`src/sv/rrq_pkg.sv`:
```
// ----------------------------------------------------------------------------
// rrq_pkg
// Shared types and constants of the round-robin ready queue.
// ----------------------------------------------------------------------------
`default_nettype none

package rrq_pkg;

    // Widest thread id the command word can carry.
    localparam int ID_MAX_BITS = 16;

    // Opcodes as they arrive on the input stream.
    typedef enum logic [2:0] {
        OP_SCHEDULE = 3'd0,
        OP_READY    = 3'd1,
        OP_KILL     = 3'd2,
        OP_EXIT     = 3'd3,
        OP_RESUME   = 3'd4
    } t_opcode;

    // Command kinds after classification by the front end.
    typedef enum logic [2:0] {
        K_SCHEDULE,
        K_READY,
        K_KILL,
        K_EXIT,
        K_RESUME,
        K_NOP
    } t_kind;

    typedef struct packed {
        t_kind                  kind;
        logic [ID_MAX_BITS-1:0] id;
    } t_cmd;

    // Back-end sequencer states.
    typedef enum logic [2:0] {
        ST_IDLE,
        ST_DECODE,
        ST_PASS,
        ST_TAIL,
        ST_CHECK,
        ST_DONE
    } t_bstate;

endpackage

`default_nettype wire

```
`src/sv/round_robin_ready_queue.sv`:
```
// ----------------------------------------------------------------------------
// round_robin_ready_queue
// Round-robin thread scheduler: ordered ready queue plus active thread.
// ----------------------------------------------------------------------------
//  Channel  Dir  Signals               Beat contents
//  s        in   i_s_tvalid/o_s_tready  tuser: opcode, tdata: thread_id
//  m        out  o_m_tvalid/i_m_tready  tdata: dispatched, next_thread,
//                                       next_is_idle, overflow, queue_count
//
//  Schedule, ready, an exit with nothing to remove and undefined opcodes go
//  from decode straight to the result state. Resume and kill on a nonempty
//  queue first make a pass over the queue entries. A kill of the active
//  thread that leaves entries adds a rotation pass; each pass does one read
//  and at most one write a cycle. A stalled result holds the sequencer while
//  the two-entry command queue keeps taking beats until it is full. Reset is
//  synchronous and empties the queue.
// ----------------------------------------------------------------------------
`default_nettype none

module round_robin_ready_queue #(
    parameter int QUEUE_DEPTH = 16,
    parameter int ID_BITS     = 8
) (
    input  wire logic        i_clk,
    input  wire logic        i_rst_n,
    input  wire logic        i_s_tvalid,
    output logic             o_s_tready,
    input  wire logic [7:0]  i_s_tdata,   // [7:0] thread_id
    input  wire logic [2:0]  i_s_tuser,   // [2:0] opcode
    output logic             o_m_tvalid,
    input  wire logic        i_m_tready,
    output logic [15:0]      o_m_tdata    // [0] dispatched, [8:1] next_thread,
                                          // [9] next_is_idle, [10] overflow,
                                          // [15:11] queue_count
);
    import rrq_pkg::*;

    t_cmd w_push_cmd;
    t_cmd w_head_cmd;
    logic w_push;
    logic w_full;
    logic w_valid;
    logic w_pop;

    rrq_front #(
        .ID_BITS (ID_BITS)
    ) u_front (
        .i_s_tvalid (i_s_tvalid),
        .o_s_tready (o_s_tready),
        .i_s_tdata  (i_s_tdata),
        .i_s_tuser  (i_s_tuser),
        .i_full     (w_full),
        .o_push     (w_push),
        .o_cmd      (w_push_cmd)
    );

    rrq_fifo u_fifo (
        .i_clk   (i_clk),
        .i_rst_n (i_rst_n),
        .i_push  (w_push),
        .i_cmd   (w_push_cmd),
        .i_pop   (w_pop),
        .o_full  (w_full),
        .o_valid (w_valid),
        .o_cmd   (w_head_cmd)
    );

    rrq_back #(
        .QUEUE_DEPTH (QUEUE_DEPTH),
        .ID_BITS     (ID_BITS)
    ) u_back (
        .i_clk       (i_clk),
        .i_rst_n     (i_rst_n),
        .i_cmd_valid (w_valid),
        .i_cmd       (w_head_cmd),
        .o_cmd_pop   (w_pop),
        .o_m_tvalid  (o_m_tvalid),
        .i_m_tready  (i_m_tready),
        .o_m_tdata   (o_m_tdata)
    );

endmodule

`default_nettype wire

```
`src/sv/rrq_front.sv`:
```
// ----------------------------------------------------------------------------
// rrq_front
// Accepts input beats, classifies the opcode and trims the thread id.
// ----------------------------------------------------------------------------
`default_nettype none

module rrq_front #(
    parameter int ID_BITS = 8
) (
    input  wire logic          i_s_tvalid,
    output logic               o_s_tready,
    input  wire logic [7:0]    i_s_tdata,   // [7:0] thread_id
    input  wire logic [2:0]    i_s_tuser,   // [2:0] opcode
    input  wire logic          i_full,
    output logic               o_push,
    output rrq_pkg::t_cmd      o_cmd
);
    import rrq_pkg::*;

    logic [ID_MAX_BITS+7:0] w_id_ext;
    logic [ID_BITS-1:0]     w_id;
    t_kind                  w_kind;

    assign w_id_ext = {{ID_MAX_BITS{1'b0}}, i_s_tdata};
    assign w_id     = w_id_ext[ID_BITS-1:0];

    always_comb begin
        unique case (t_opcode'(i_s_tuser))
            OP_SCHEDULE: w_kind = K_SCHEDULE;
            OP_READY:    w_kind = K_READY;
            OP_KILL:     w_kind = K_KILL;
            OP_EXIT:     w_kind = K_EXIT;
            OP_RESUME:   w_kind = K_RESUME;
            default:     w_kind = K_NOP;
        endcase
    end

    assign o_s_tready = !i_full;
    assign o_push     = i_s_tvalid && !i_full;
    assign o_cmd.kind = w_kind;
    assign o_cmd.id   = ID_MAX_BITS'(w_id);

endmodule

`default_nettype wire

```
`src/sv/rrq_fifo.sv`:
```
// ----------------------------------------------------------------------------
// rrq_fifo
// Two-entry command queue between the front end and the sequencer.
// ----------------------------------------------------------------------------
`default_nettype none

module rrq_fifo (
    input  wire logic          i_clk,
    input  wire logic          i_rst_n,
    input  wire logic          i_push,
    input  wire rrq_pkg::t_cmd i_cmd,
    input  wire logic          i_pop,
    output logic               o_full,
    output logic               o_valid,
    output rrq_pkg::t_cmd      o_cmd
);
    import rrq_pkg::*;

    t_cmd       r_slot [2];
    logic       r_wptr, n_wptr;
    logic       r_rptr, n_rptr;
    logic [1:0] r_level, n_level;

    assign o_full  = (r_level == 2'd2);
    assign o_valid = (r_level != 2'd0);
    assign o_cmd   = r_slot[r_rptr];

    always_comb begin
        n_wptr  = r_wptr;
        n_rptr  = r_rptr;
        n_level = r_level;
        if (i_push) begin
            n_wptr = !r_wptr;
        end
        if (i_pop) begin
            n_rptr = !r_rptr;
        end
        if (i_push && !i_pop) begin
            n_level = r_level + 2'd1;
        end else if (i_pop && !i_push) begin
            n_level = r_level - 2'd1;
        end
    end

    always_ff @(posedge i_clk) begin
        if (!i_rst_n) begin
            r_wptr  <= 1'b0;
            r_rptr  <= 1'b0;
            r_level <= 2'd0;
        end else begin
            r_wptr  <= n_wptr;
            r_rptr  <= n_rptr;
            r_level <= n_level;
        end
    end

    always_ff @(posedge i_clk) begin
        if (i_push) begin
            r_slot[r_wptr] <= i_cmd;
        end
    end

endmodule

`default_nettype wire

```
`src/sv/rrq_back.sv`:
```
// ----------------------------------------------------------------------------
// rrq_back
// Sequencer that owns the ready-queue memory and the active-thread state.
// ----------------------------------------------------------------------------
`default_nettype none

module rrq_back #(
    parameter int QUEUE_DEPTH = 16,
    parameter int ID_BITS     = 8
) (
    input  wire logic          i_clk,
    input  wire logic          i_rst_n,
    input  wire logic          i_cmd_valid,
    input  wire rrq_pkg::t_cmd i_cmd,
    output logic               o_cmd_pop,
    output logic               o_m_tvalid,
    input  wire logic          i_m_tready,
    output logic [15:0]        o_m_tdata
);
    import rrq_pkg::*;

    localparam int AW = $clog2(QUEUE_DEPTH);
    localparam int CW = $clog2(QUEUE_DEPTH + 1);
    localparam logic [CW-1:0] DEPTH_C = CW'(QUEUE_DEPTH);

    t_bstate            r_state, n_state;
    logic [CW-1:0]      r_cnt, n_cnt;
    logic [ID_BITS-1:0] r_act_id, n_act_id;
    logic               r_act_valid, n_act_valid;
    logic               r_act_idle, n_act_idle;
    t_kind              r_kind, n_kind;
    logic [ID_BITS-1:0] r_id, n_id;
    logic [ID_BITS-1:0] r_kid, n_kid;
    logic               r_rot, n_rot;
    logic [CW-1:0]      r_iss, n_iss;
    logic               r_pend, n_pend;
    logic [AW-1:0]      r_pend_idx, n_pend_idx;
    logic               r_drop, n_drop;
    logic [ID_BITS-1:0] r_head, n_head;
    logic               r_res_disp, n_res_disp;
    logic [ID_BITS-1:0] r_res_next, n_res_next;
    logic               r_res_idle, n_res_idle;
    logic               r_res_ovf, n_res_ovf;
    logic               r_out_valid, n_out_valid;
    logic [15:0]        r_out_data, n_out_data;

    logic [ID_BITS-1:0] r_mem [QUEUE_DEPTH];
    logic [ID_BITS-1:0] r_rd_data;
    logic               w_we, w_re;
    logic [AW-1:0]      w_wa, w_ra;
    logic [ID_BITS-1:0] w_wd;

    logic               w_pass_end;
    logic               w_kill_hit;
    logic               w_cnt_zero;
    logic               w_slot_free;
    logic [CW-1:0]      w_last;
    logic [AW-1:0]      w_prev;
    logic [ID_BITS+7:0] w_next_ext;
    logic [CW+4:0]      w_cnt_ext;

    assign w_pass_end  = (r_iss == r_cnt) && !r_pend;
    assign w_kill_hit  = r_act_valid && !r_act_idle && (r_act_id == r_kid);
    assign w_cnt_zero  = (r_cnt == '0);
    assign w_slot_free = !r_out_valid || i_m_tready;
    assign w_last      = r_cnt - CW'(1);
    assign w_prev      = r_pend_idx - AW'(1);
    assign w_next_ext  = {8'd0, r_res_next};
    assign w_cnt_ext   = {5'd0, r_cnt};

    assign o_m_tvalid = r_out_valid;
    assign o_m_tdata  = r_out_data;

    // Next state.
    always_comb begin
        n_state = r_state;
        unique case (r_state)
            ST_IDLE: begin
                if (i_cmd_valid) begin
                    n_state = ST_DECODE;
                end
            end
            ST_DECODE: begin
                unique case (r_kind)
                    K_KILL:   n_state = w_cnt_zero ? ST_DONE : ST_PASS;
                    K_RESUME: n_state = w_cnt_zero ? ST_DONE : ST_PASS;
                    K_EXIT: begin
                        // Exit with no active thread or on an empty queue removes nothing and never resumes.
                        if (!r_act_valid || w_cnt_zero) begin
                            n_state = ST_DONE;
                        end else begin
                            n_state = ST_PASS;
                        end
                    end
                    default:  n_state = ST_DONE;
                endcase
            end
            ST_PASS: begin
                if (w_pass_end) begin
                    n_state = r_rot ? ST_TAIL : ST_CHECK;
                end
            end
            ST_TAIL: n_state = ST_DONE;
            ST_CHECK: begin
                n_state = (w_kill_hit && !w_cnt_zero) ? ST_PASS : ST_DONE;
            end
            ST_DONE: begin
                if (w_slot_free) begin
                    n_state = ST_IDLE;
                end
            end
            default: n_state = ST_IDLE;
        endcase
    end

    // Datapath and memory strobes.
    always_comb begin
        n_cnt       = r_cnt;
        n_act_id    = r_act_id;
        n_act_valid = r_act_valid;
        n_act_idle  = r_act_idle;
        n_kind      = r_kind;
        n_id        = r_id;
        n_kid       = r_kid;
        n_rot       = r_rot;
        n_iss       = r_iss;
        n_pend      = r_pend;
        n_pend_idx  = r_pend_idx;
        n_drop      = r_drop;
        n_head      = r_head;
        n_res_disp  = r_res_disp;
        n_res_next  = r_res_next;
        n_res_idle  = r_res_idle;
        n_res_ovf   = r_res_ovf;
        n_out_valid = r_out_valid;
        n_out_data  = r_out_data;
        o_cmd_pop   = 1'b0;
        w_we        = 1'b0;
        w_wa        = '0;
        w_wd        = '0;
        w_re        = 1'b0;
        w_ra        = '0;

        if (r_out_valid && i_m_tready) begin
            n_out_valid = 1'b0;
        end

        unique case (r_state)
            ST_IDLE: begin
                if (i_cmd_valid) begin
                    o_cmd_pop  = 1'b1;
                    n_kind     = i_cmd.kind;
                    n_id       = i_cmd.id[ID_BITS-1:0];
                    n_res_disp = 1'b0;
                    n_res_next = '0;
                    n_res_idle = 1'b0;
                    n_res_ovf  = 1'b0;
                end
            end
            ST_DECODE: begin
                n_iss  = '0;
                n_pend = 1'b0;
                n_drop = 1'b0;
                unique case (r_kind)
                    K_SCHEDULE, K_READY: begin
                        if (r_cnt < DEPTH_C) begin
                            w_we  = 1'b1;
                            w_wa  = r_cnt[AW-1:0];
                            w_wd  = r_id;
                            n_cnt = r_cnt + CW'(1);
                        end else begin
                            n_res_ovf = 1'b1;
                        end
                        if (r_kind == K_SCHEDULE) begin
                            n_act_id    = r_id;
                            n_act_valid = 1'b1;
                            n_act_idle  = 1'b0;
                            n_res_disp  = 1'b1;
                            n_res_next  = r_id;
                        end
                    end
                    K_KILL: begin
                        n_rot = 1'b0;
                        n_kid = r_id;
                    end
                    K_EXIT: begin
                        // An idle active thread is never queued: exit just rotates.
                        n_rot = r_act_idle;
                        n_kid = r_act_id;
                    end
                    K_RESUME: begin
                        n_rot = 1'b1;
                        if (w_cnt_zero) begin
                            n_act_id    = '0;
                            n_act_valid = 1'b1;
                            n_act_idle  = 1'b1;
                            n_res_disp  = 1'b1;
                            n_res_next  = '0;
                            n_res_idle  = 1'b1;
                        end
                    end
                    default: ;
                endcase
            end
            ST_PASS: begin
                if (r_iss != r_cnt) begin
                    w_re       = 1'b1;
                    w_ra       = r_iss[AW-1:0];
                    n_pend     = 1'b1;
                    n_pend_idx = r_iss[AW-1:0];
                    n_iss      = r_iss + CW'(1);
                end else begin
                    n_pend = 1'b0;
                end
                // Once an entry is dropped, every later entry moves down one slot.
                if (r_pend) begin
                    if (r_rot && r_pend_idx == '0) begin
                        n_head = r_rd_data;
                        n_drop = 1'b1;
                    end else if (!r_rot && !r_drop && r_rd_data == r_kid) begin
                        n_drop = 1'b1;
                    end else if (r_drop) begin
                        w_we = 1'b1;
                        w_wa = w_prev;
                        w_wd = r_rd_data;
                    end
                end
                if (w_pass_end && !r_rot && r_drop) begin
                    n_cnt = r_cnt - CW'(1);
                end
            end
            ST_TAIL: begin
                w_we        = 1'b1;
                w_wa        = w_last[AW-1:0];
                w_wd        = r_head;
                n_act_id    = r_head;
                n_act_valid = 1'b1;
                n_act_idle  = 1'b0;
                n_res_disp  = 1'b1;
                n_res_next  = r_head;
                n_res_idle  = 1'b0;
            end
            ST_CHECK: begin
                n_iss  = '0;
                n_pend = 1'b0;
                n_drop = 1'b0;
                n_rot  = 1'b1;
                if (w_kill_hit && w_cnt_zero) begin
                    n_act_id    = '0;
                    n_act_valid = 1'b1;
                    n_act_idle  = 1'b1;
                    n_res_disp  = 1'b1;
                    n_res_next  = '0;
                    n_res_idle  = 1'b1;
                end
            end
            ST_DONE: begin
                if (w_slot_free) begin
                    n_out_valid = 1'b1;
                    n_out_data  = {w_cnt_ext[4:0], r_res_ovf, r_res_idle,
                                   w_next_ext[7:0], r_res_disp};
                end
            end
            default: ;
        endcase
    end

    always_ff @(posedge i_clk) begin
        if (!i_rst_n) begin
            r_state     <= ST_IDLE;
            r_cnt       <= '0;
            r_act_id    <= '0;
            r_act_valid <= 1'b0;
            r_act_idle  <= 1'b0;
            r_pend      <= 1'b0;
            r_out_valid <= 1'b0;
        end else begin
            r_state     <= n_state;
            r_cnt       <= n_cnt;
            r_act_id    <= n_act_id;
            r_act_valid <= n_act_valid;
            r_act_idle  <= n_act_idle;
            r_pend      <= n_pend;
            r_out_valid <= n_out_valid;
        end
    end

    always_ff @(posedge i_clk) begin
        r_kind     <= n_kind;
        r_id       <= n_id;
        r_kid      <= n_kid;
        r_rot      <= n_rot;
        r_iss      <= n_iss;
        r_pend_idx <= n_pend_idx;
        r_drop     <= n_drop;
        r_head     <= n_head;
        r_res_disp <= n_res_disp;
        r_res_next <= n_res_next;
        r_res_idle <= n_res_idle;
        r_res_ovf  <= n_res_ovf;
        r_out_data <= n_out_data;
    end

    always_ff @(posedge i_clk) begin
        if (w_we) begin
            r_mem[w_wa] <= w_wd;
        end
        if (w_re) begin
            r_rd_data <= r_mem[w_ra];
        end
    end

endmodule

`default_nettype wire

```
`config.mk`:
```
export PLATFORM = sky130hd
export DESIGN_NAME = round_robin_ready_queue
export DESIGN_NICKNAME = d
export VERILOG_FILES = /design/src/sv/rrq_pkg.sv /design/src/sv/round_robin_ready_queue.sv /design/src/sv/rrq_front.sv /design/src/sv/rrq_fifo.sv /design/src/sv/rrq_back.sv
export SDC_FILE = /design/constraint.sdc
export NUM_CORES = 1
export LEC_CHECK = 0
export BUFFER_PORTS_ARGS = -buffer_cell sky130_fd_sc_hd__buf_2
export CORE_MARGIN = 3
export CORE_UTILIZATION = 55
export CTS_CLUSTER_SIZE = 30
export DETAILED_ROUTE_END_ITERATION = 7
export PLACE_DENSITY = 0.74
export SLEW_MARGIN = 0
export SYNTH_ARGS = -nofsm -noshare
export SYNTH_HDL_FRONTEND = slang
export SYNTH_SLANG_ARGS = --single-unit
```
`constraint.sdc`:
```
create_clock -name i_clk -period 3.35 [get_ports i_clk]
set_input_delay 0.5025 -clock i_clk [delete_from_list [all_inputs] [get_ports i_clk]]
set_output_delay 0.5025 -clock i_clk [all_outputs]
set_load 0.01 [all_outputs]
```
**Word level (Yosys, flattened, before mapping)**

Memories as Yosys holds them, arrays and structs flattened. A register that Yosys moved wholly into a read port is not among the register bits.
Cells that the tools add are included.

- RAM bits: 150
- Latch bits: 0
- Memories: 2
- Register bits: 78
- Bits in read-only memories: 0
- Logic and storage cells: 206
- Input bits: 15

- Multiplexer cells: 82
- Bitwise gates (word level): 0
- $lt $le $gt $ge: 1
- Shift operators: 0
- Equality and inequality tests: 35
- Div/mod/pow operators: 0
- Reduce and logical (&&, ||, !) cells: 59
- Add/subtract/negate cells: 6
- Multiply operators: 0

Memories:

| memory | words | width | rd ports | clocked after Yosys merged registers in | write ports | line | text |
|---|---|---|---|---|---|---|---|
| u_back.r_mem | 16 | 8 | 1 | 1 | 1 | rrq_back.sv:47 | `logic [ID_BITS-1:0] r_mem [QUEUE_DEPTH];` |
| u_fifo.r_slot | 2 | 11 | 1 | 1 | 1 | rrq_fifo.sv:19 | `t_cmd r_slot [2];` |

Operators by type and width:

| kind | number |
|---|---|
| 8-bit 2-to-1 mux | 10 |
| 8-bit one-hot mux with 3 select lines | 2 |
| 4-bit 2-to-1 mux | 8 |
| 8-bit one-hot mux with 2 select lines | 2 |
| 8-bit one-hot mux with 4 select lines | 1 |
| 1-bit 2-to-1 mux | 28 |
| 3-bit 2-to-1 mux | 7 |
| 5-bit 2-to-1 mux | 4 |
| 2-bit by 1-bit != test with 1-bit output (second input constant) | 10 |
| 5-bit one-hot mux with 2 select lines | 2 |
| 3-bit by 2-bit == test with 1-bit output (second input constant) | 6 |
| 3-bit one-hot mux with 6 select lines | 1 |
| 8-bit == test | 2 |
| 3-bit one-hot mux with 5 select lines | 1 |
| 1-bit logical AND | 14 |
| 2-bit nonzero test | 7 |
| 3-bit == test (second input constant) | 4 |
| 1-bit zero test | 12 |
| 1-bit one-hot mux with 2 select lines | 6 |
| 1-bit one-hot mux with 3 select lines | 4 |
| 4-bit one-hot mux with 3 select lines | 1 |
| 2-bit AND reduction | 6 |
| 5-bit by 1-bit adder with 5-bit output (second input constant) | 2 |
| 5-bit AND reduction | 2 |
| 26 further kinds | 41 |

**Logic depth before layout (Yosys ltp)**

- Depth after elaboration: 9
- Depth in mapped cells: 9

**Modules after synthesis**

From an unflattened synthesis, not the netlist that was laid out.

- Cell total of the unflattened synthesis: 838
- Area total of the unflattened synthesis: 11687.5 um2

Modules (own cells, without submodules):

| module | area each (um2) | cells an instance | instances |
|---|---|---|---|
| rrq_back | 9943.3 | 735 | 1 |
| rrq_fifo | 1592.8 | 81 | 1 |
| rrq_front | 151.4 | 22 | 1 |

**Worst setup path before layout**

Ideal clock, no wire load.

- Path type: register to register
- From: register u_back.r_state[2]
- To: register u_fifo.r_level[1]
- Setup time: 71 ps
- Path buffers: 1
- Data required time: 3279 ps
- Cell stages (with the launch flop): 7
- Arrival time: 2932 ps
- Period minus slack after synthesis: 3002 ps
- Slack: 348 ps
- Cell sequence: dfxtp_1 buf_4 nor4_1 inv_1 ha_1 or3_1 a21oi_1

- Longest elaborated chain between the ends: 5
- Elaborated cells on any way between the ends: 7

RTL lines:

| element | line | text |
|---|---|---|
| start: declaration | rrq_back.sv:26 | `t_bstate r_state, n_state;` |
| start signal: assignment | rrq_back.sv:278 | `r_state <= n_state;` |
| 3-bit zero test * | rrq_back.sv:148 | `unique case (r_state)` |
| 1-bit 2-to-1 mux * | rrq_back.sv:148 |  |
| net u_back.o_cmd_pop | rrq_back.sv:15 | `output logic o_cmd_pop,` |
| 1-bit zero test | rrq_fifo.sv:38 | `if (i_push && !i_pop) begin` |
| 1-bit logical AND | rrq_fifo.sv:38 |  |
| 2-bit 2-to-1 mux or 2-bit nonzero test (tied branches) | - |  |
| end signal: assignment | rrq_fifo.sv:53 | `r_level <= n_level;` |
| end: declaration | rrq_fifo.sv:22 | `logic [1:0] r_level, n_level;` |

The timed path passes the listed nets; every way through them passes the cells marked *.
A chain may end at the register's enable or synchronous reset.

**Final worst setup path**

- From: register u_back.r_state[0]
- To: memory u_back.r_mem[6][2] (enable)

- Longest elaborated chain between the ends: 4
- Elaborated cells on any way between the ends: 7

RTL lines:

| element | line | text |
|---|---|---|
| 3-bit by 2-bit == test with 1-bit output or 3-bit by 1-bit == test with 1-bit output (tied branches) | rrq_back.sv:148 |  |
| 1-bit one-hot mux with 3 select lines | rrq_back.sv:148 |  |
| 1-bit 2-to-1 mux | rrq_back.sv:305 | `if (w_we) begin` |
| 1-bit 2-to-1 mux (implied by the code) | rrq_back.sv:306 | `r_mem[w_wa] <= w_wd;` |
| end: declaration | rrq_back.sv:47 |  |

Parallel ways exist; a longest one is shown, timed or not.

==> metrics.csv <==
stage;metric;value;unit
setup_path;crit path from;u_back.r_state[0];
sta;fmax;323;MHz
sta;fin crit period;3.09;ns
logic_synthesis;dominant synthesized flop cell;edfxtp_1;
min_path;HP Start;i_s_tdata[0];
setup_path;Crit. End Element;flop;
route;router iterations before antenna repair;7;
cts;hold_buf cts;0;
sta;Hold Vio Cnt, Final;0;
logic_synthesis;Synthesized Nets;786;
floorplanning;Cell Rows;50;
final_layout;Ant. Diodes;0;
cts;post-CTS sizing;0;
logic_synthesis;syn avg cell area;13.9;um^2
sta;RSZ-0062 raised after global routing;no;
logic_synthesis;Ys Warns;0;
pwr;Final Power;9.21;mW
setup_path;Crit Path Class;reg -> reg;
route;post-detailed-route wirelength per cell;22.3;um
place;DP Area;11200;um^2
logic_synthesis;Synth Register Bits;247;
place;Placed Cells;1053;
pwr;pwr/cell area;767;nW/um^2
floorplanning;die span in x;145;um
grt;largest net degree at the start of global routing;34;
final_layout;Reg area;7180;um^2
floorplanning;die footprint;21100;um^2
pwr;Sw Share;30.0;%
logic_synthesis;Seq/Total Area, Yosys;67.3;%
logic_synthesis;Post-synth EDFFs;223;
final_layout;share of layout cells above drive strength 1;18.1;%
outcome;outcome;finished, final reports clean;
cts;Num CTS Buffers;25;
grt;initial antenna violation count;1;
pwr;sequential power share;46.6;%
setup_path;crit path DAT;3.23;ns
route;drt drc;0;
grt;grt total ovfl;0;
cts;Max Root-Sink Buffers;3;
final_layout;Fillers;1432;
floorplanning;die height;145;um
cts;setup bufs post-CTS;0;
grt;gr usage total;23.2;%
sta;Slew @ Worst Pin;1.18;ns
final_layout;post-route cell area;12000;um^2
grt;first-pass GRT wire length;38600;um
route;drt initial violations;888;
sta;clk_skew;0.0113;ns
cts;clock-pin slew on the worst setup and hold paths;0.06;ns
final_layout;# nets final;841;
cts;CTS tree;done;
logic_synthesis;Gate Count Post-Synth;765;
logic_synthesis;mapped cell area;10700;um^2
pwr;P_leak;4.39;nW
sta;Final period util;92.3;%
setup_path;CP Launch Type;flop;
final_layout;area of the multi-input gates;3140;um^2
pwr;VDD IR-drop max;0.554;mV
pwr;Clock power frac;30.4;%
cts;CTS sink count;247;
route;post-route ant nets;0;
sta;Slew HR;21.0;%
min_path;Worst Hold Class;in -> reg;
place;port bufs;32;
cts;Root Driver;clkbuf_16;
final_layout;Area growth syn-to-layout;12.7;%
pwr;cell-internal power;6.45;mW
floorplanning;core area;18900;um^2
route;Vias;6755;
floorplanning;IO Count;33;
pwr;Logic pwr share;22.9;%
floorplanning;Initial Utilization;56.4;%
pwr;Sw Pwr;2.76;mW
flow_run;max cap viols;0;
logic_synthesis;async set-reset flop share out of synthesis;0;%
cts;number of H-tree levels;1;
route;DRT Wirelength;24500;um
setup_path;Critical R2R Launch;u_back.r_state[0];
cts;Clk Latency, worst-skew pair;0.51;ns
place;GPL Wtd Cong;0.922;
route;Avg Vias per Cell;6.15;
final_layout;Post-Layout Cell Count;1098;
grt;vias in the first global route;6648;
logic_synthesis;Netlist cell types;75;
setup_path;maximum fanout along the worst path;13;
place;dpl hpwl;16600;um
sta;final setup violation count;0;
sta;max-slew violation count;0;
setup_path;data required time of the worst path;3.49;ns
sta;total negative slack;0;ns
## per-layer routing
layer | track usage [%] | wire (um) | share of wire (%)
met5 | 0 | 13 | 0.053
met4 | 6.65 | 680 | 2.8
met3 | 3.69 | 1730 | 7.1
met2 | 36.9 | 11600 | 47
met1 | 33.4 | 10500 | 43
## cell usage in the layout, fill, tap and decap left out, types with 6 or more instances in the layout
| master | Yosys | layout |
|---|---|---|
| a22o_1 | 15 | 15 |
| a311o_1 | 7 | 7 |
| xor2_1 | 13 | 13 |
| clkinv_1 | 1 | 6 |
| nor3_1 | 11 | 10 |
| mux2_2 | 19 | 19 |
| a211oi_1 | 10 | 10 |
| edfxtp_1 | 223 | 223 |
| nor2b_1 | 21 | 21 |
| a21o_1 | 17 | 17 |
| a21oi_1 | 19 | 19 |
| a211o_1 | 8 | 8 |
| buf_2 | 15 | 32 |
| dfxtp_1 | 24 | 24 |
| nand2_1 | 55 | 55 |
| xnor2_1 | 19 | 19 |
| nand2b_1 | 7 | 7 |
| ha_1 | 6 | 6 |
| a222oi_1 | 8 | 8 |
| clkbuf_16 | 0 | 25 |
| inv_1 | 34 | 34 |
| nand3_1 | 15 | 15 |
| nor2_1 | 48 | 48 |
| buf_4 | 4 | 32 |
| a221o_1 | 8 | 8 |
| a22oi_1 | 9 | 9 |
| or2_2 | 9 | 9 |
| o21ai_0 | 17 | 17 |
| and3_1 | 7 | 7 |
| a221oi_1 | 8 | 8 |
| mux2i_1 | 25 | 25 |
| o22ai_1 | 7 | 7 |
## critical path: stages, from the launching register on
cell,delay (ns)
dfxtp_1,0.66
nand2b_1,0.30
nor4_2,0.64
o21ai_0,0.24
nand3_1,0.15
nand2_1,0.13
nor2_1,0.61
## worst paths after layout
path,endpoint,slack [ns],depth (start not counted)
setup / recovery,u_back.r_mem[6][2],0.26,6
hold / removal,u_fifo.r_slot[1][0],0.18,1
setup reg to reg,u_back.r_mem[6][2],0.26,6
hold reg to reg,u_back.o_m_tdata[6],0.42,0
## state kept, by name, summed over array words and instances, names as in the netlist, 2 cells and up
signal / count
u_back.o_m_tdata: 16
u_back.r_act_id: 8
u_back.r_cnt: 5
u_back.r_head: 8
u_back.r_id: 8
u_back.r_iss: 5
u_back.r_kid: 8
u_back.r_kind: 3
u_back.r_mem: 128
u_back.r_pend_idx: 4
u_back.r_rd_data: 8
u_back.r_res_next: 8
u_back.r_state: 3
u_fifo.r_level: 2
u_fifo.r_slot: 22
## kinds of logic (layout without fill, tap and decap cells)
| group | after synthesis | after routing | share of synthesized area [%] |
|---|---|---|---|
| DFF | 247 | 247 | 67.3 |
| AOI/OAI and AO/OA | 154 | 154 | 11.1 |
| muxes | 44 | 44 | 4.36 |
| and+or+nand+nor | 210 | 210 | 10.6 |
| buffers and inverters | 72 | 145 | 3.26 |
| xor gates and xnor gates | 32 | 32 | 2.63 |
| adders and majority gates | 6 | 6 | 0.704 |
## through the flow
stage / hold WS (ns) / util (%) / setup slack [ns]
2_1_floorplan: 0.400 / - / 0.348
3_3_place_gp: 0.401 / 59.2 / 0.474
3_5_place_dp: 0.405 / 59.2 / 0.337
4_1_cts: 0.167 / 63.6 / 0.324
5_1_grt: 0.165 / 63.6 / 0.0423
6_report: 0.180 / 63.6 / 0.258
## cells in the mapped netlist, drive strengths merged, types with 9 or more instances
cell | n | area, um^2
edfxtp | 223 | 6700
nand2 | 56 | 218
nor2 | 50 | 198
inv | 35 | 131
buf | 25 | 161
mux2i | 25 | 250
dfxtp | 24 | 480
nor2b | 21 | 131
a21oi | 20 | 111
mux2 | 19 | 214
xnor2 | 19 | 166
o21ai | 18 | 93.8
a21o | 17 | 128
a22o | 15 | 131
nand3 | 15 | 75.1
xor2 | 13 | 114
nor3 | 12 | 71.3
clkbuf | 11 | 51.3
a211oi | 10 | 75.1
or2 | 10 | 62.6
a22oi | 9 | 67.6
## power by group through the flow
stage | clock (mW) | sequential, mW | combinational, mW
floorplan | 0 | 4.18 | 1.61
global placement | 0 | 4.32 | 2.01
detailed placement | 0 | 4.35 | 2.08
CTS | 2.84 | 4.29 | 2.10
global route | 2.99 | 4.34 | 2.31
finish | 2.80 | 4.30 | 2.11
## cell type report
| type | instances | area share, % |
|---|---|---|
| Clock buffer | 29 | 5.33 |
| Clock inverter | 16 | 1.54 |
| Inverter | 36 | 1.13 |
| Multi-Input combinational cell | 446 | 26.2 |
| Sequential cell | 247 | 59.8 |
| Tap cell | 260 | 2.71 |
| Timing Repair Buffer | 64 | 3.33 |
Note: power is estimated with default switching activity, not from simulation.
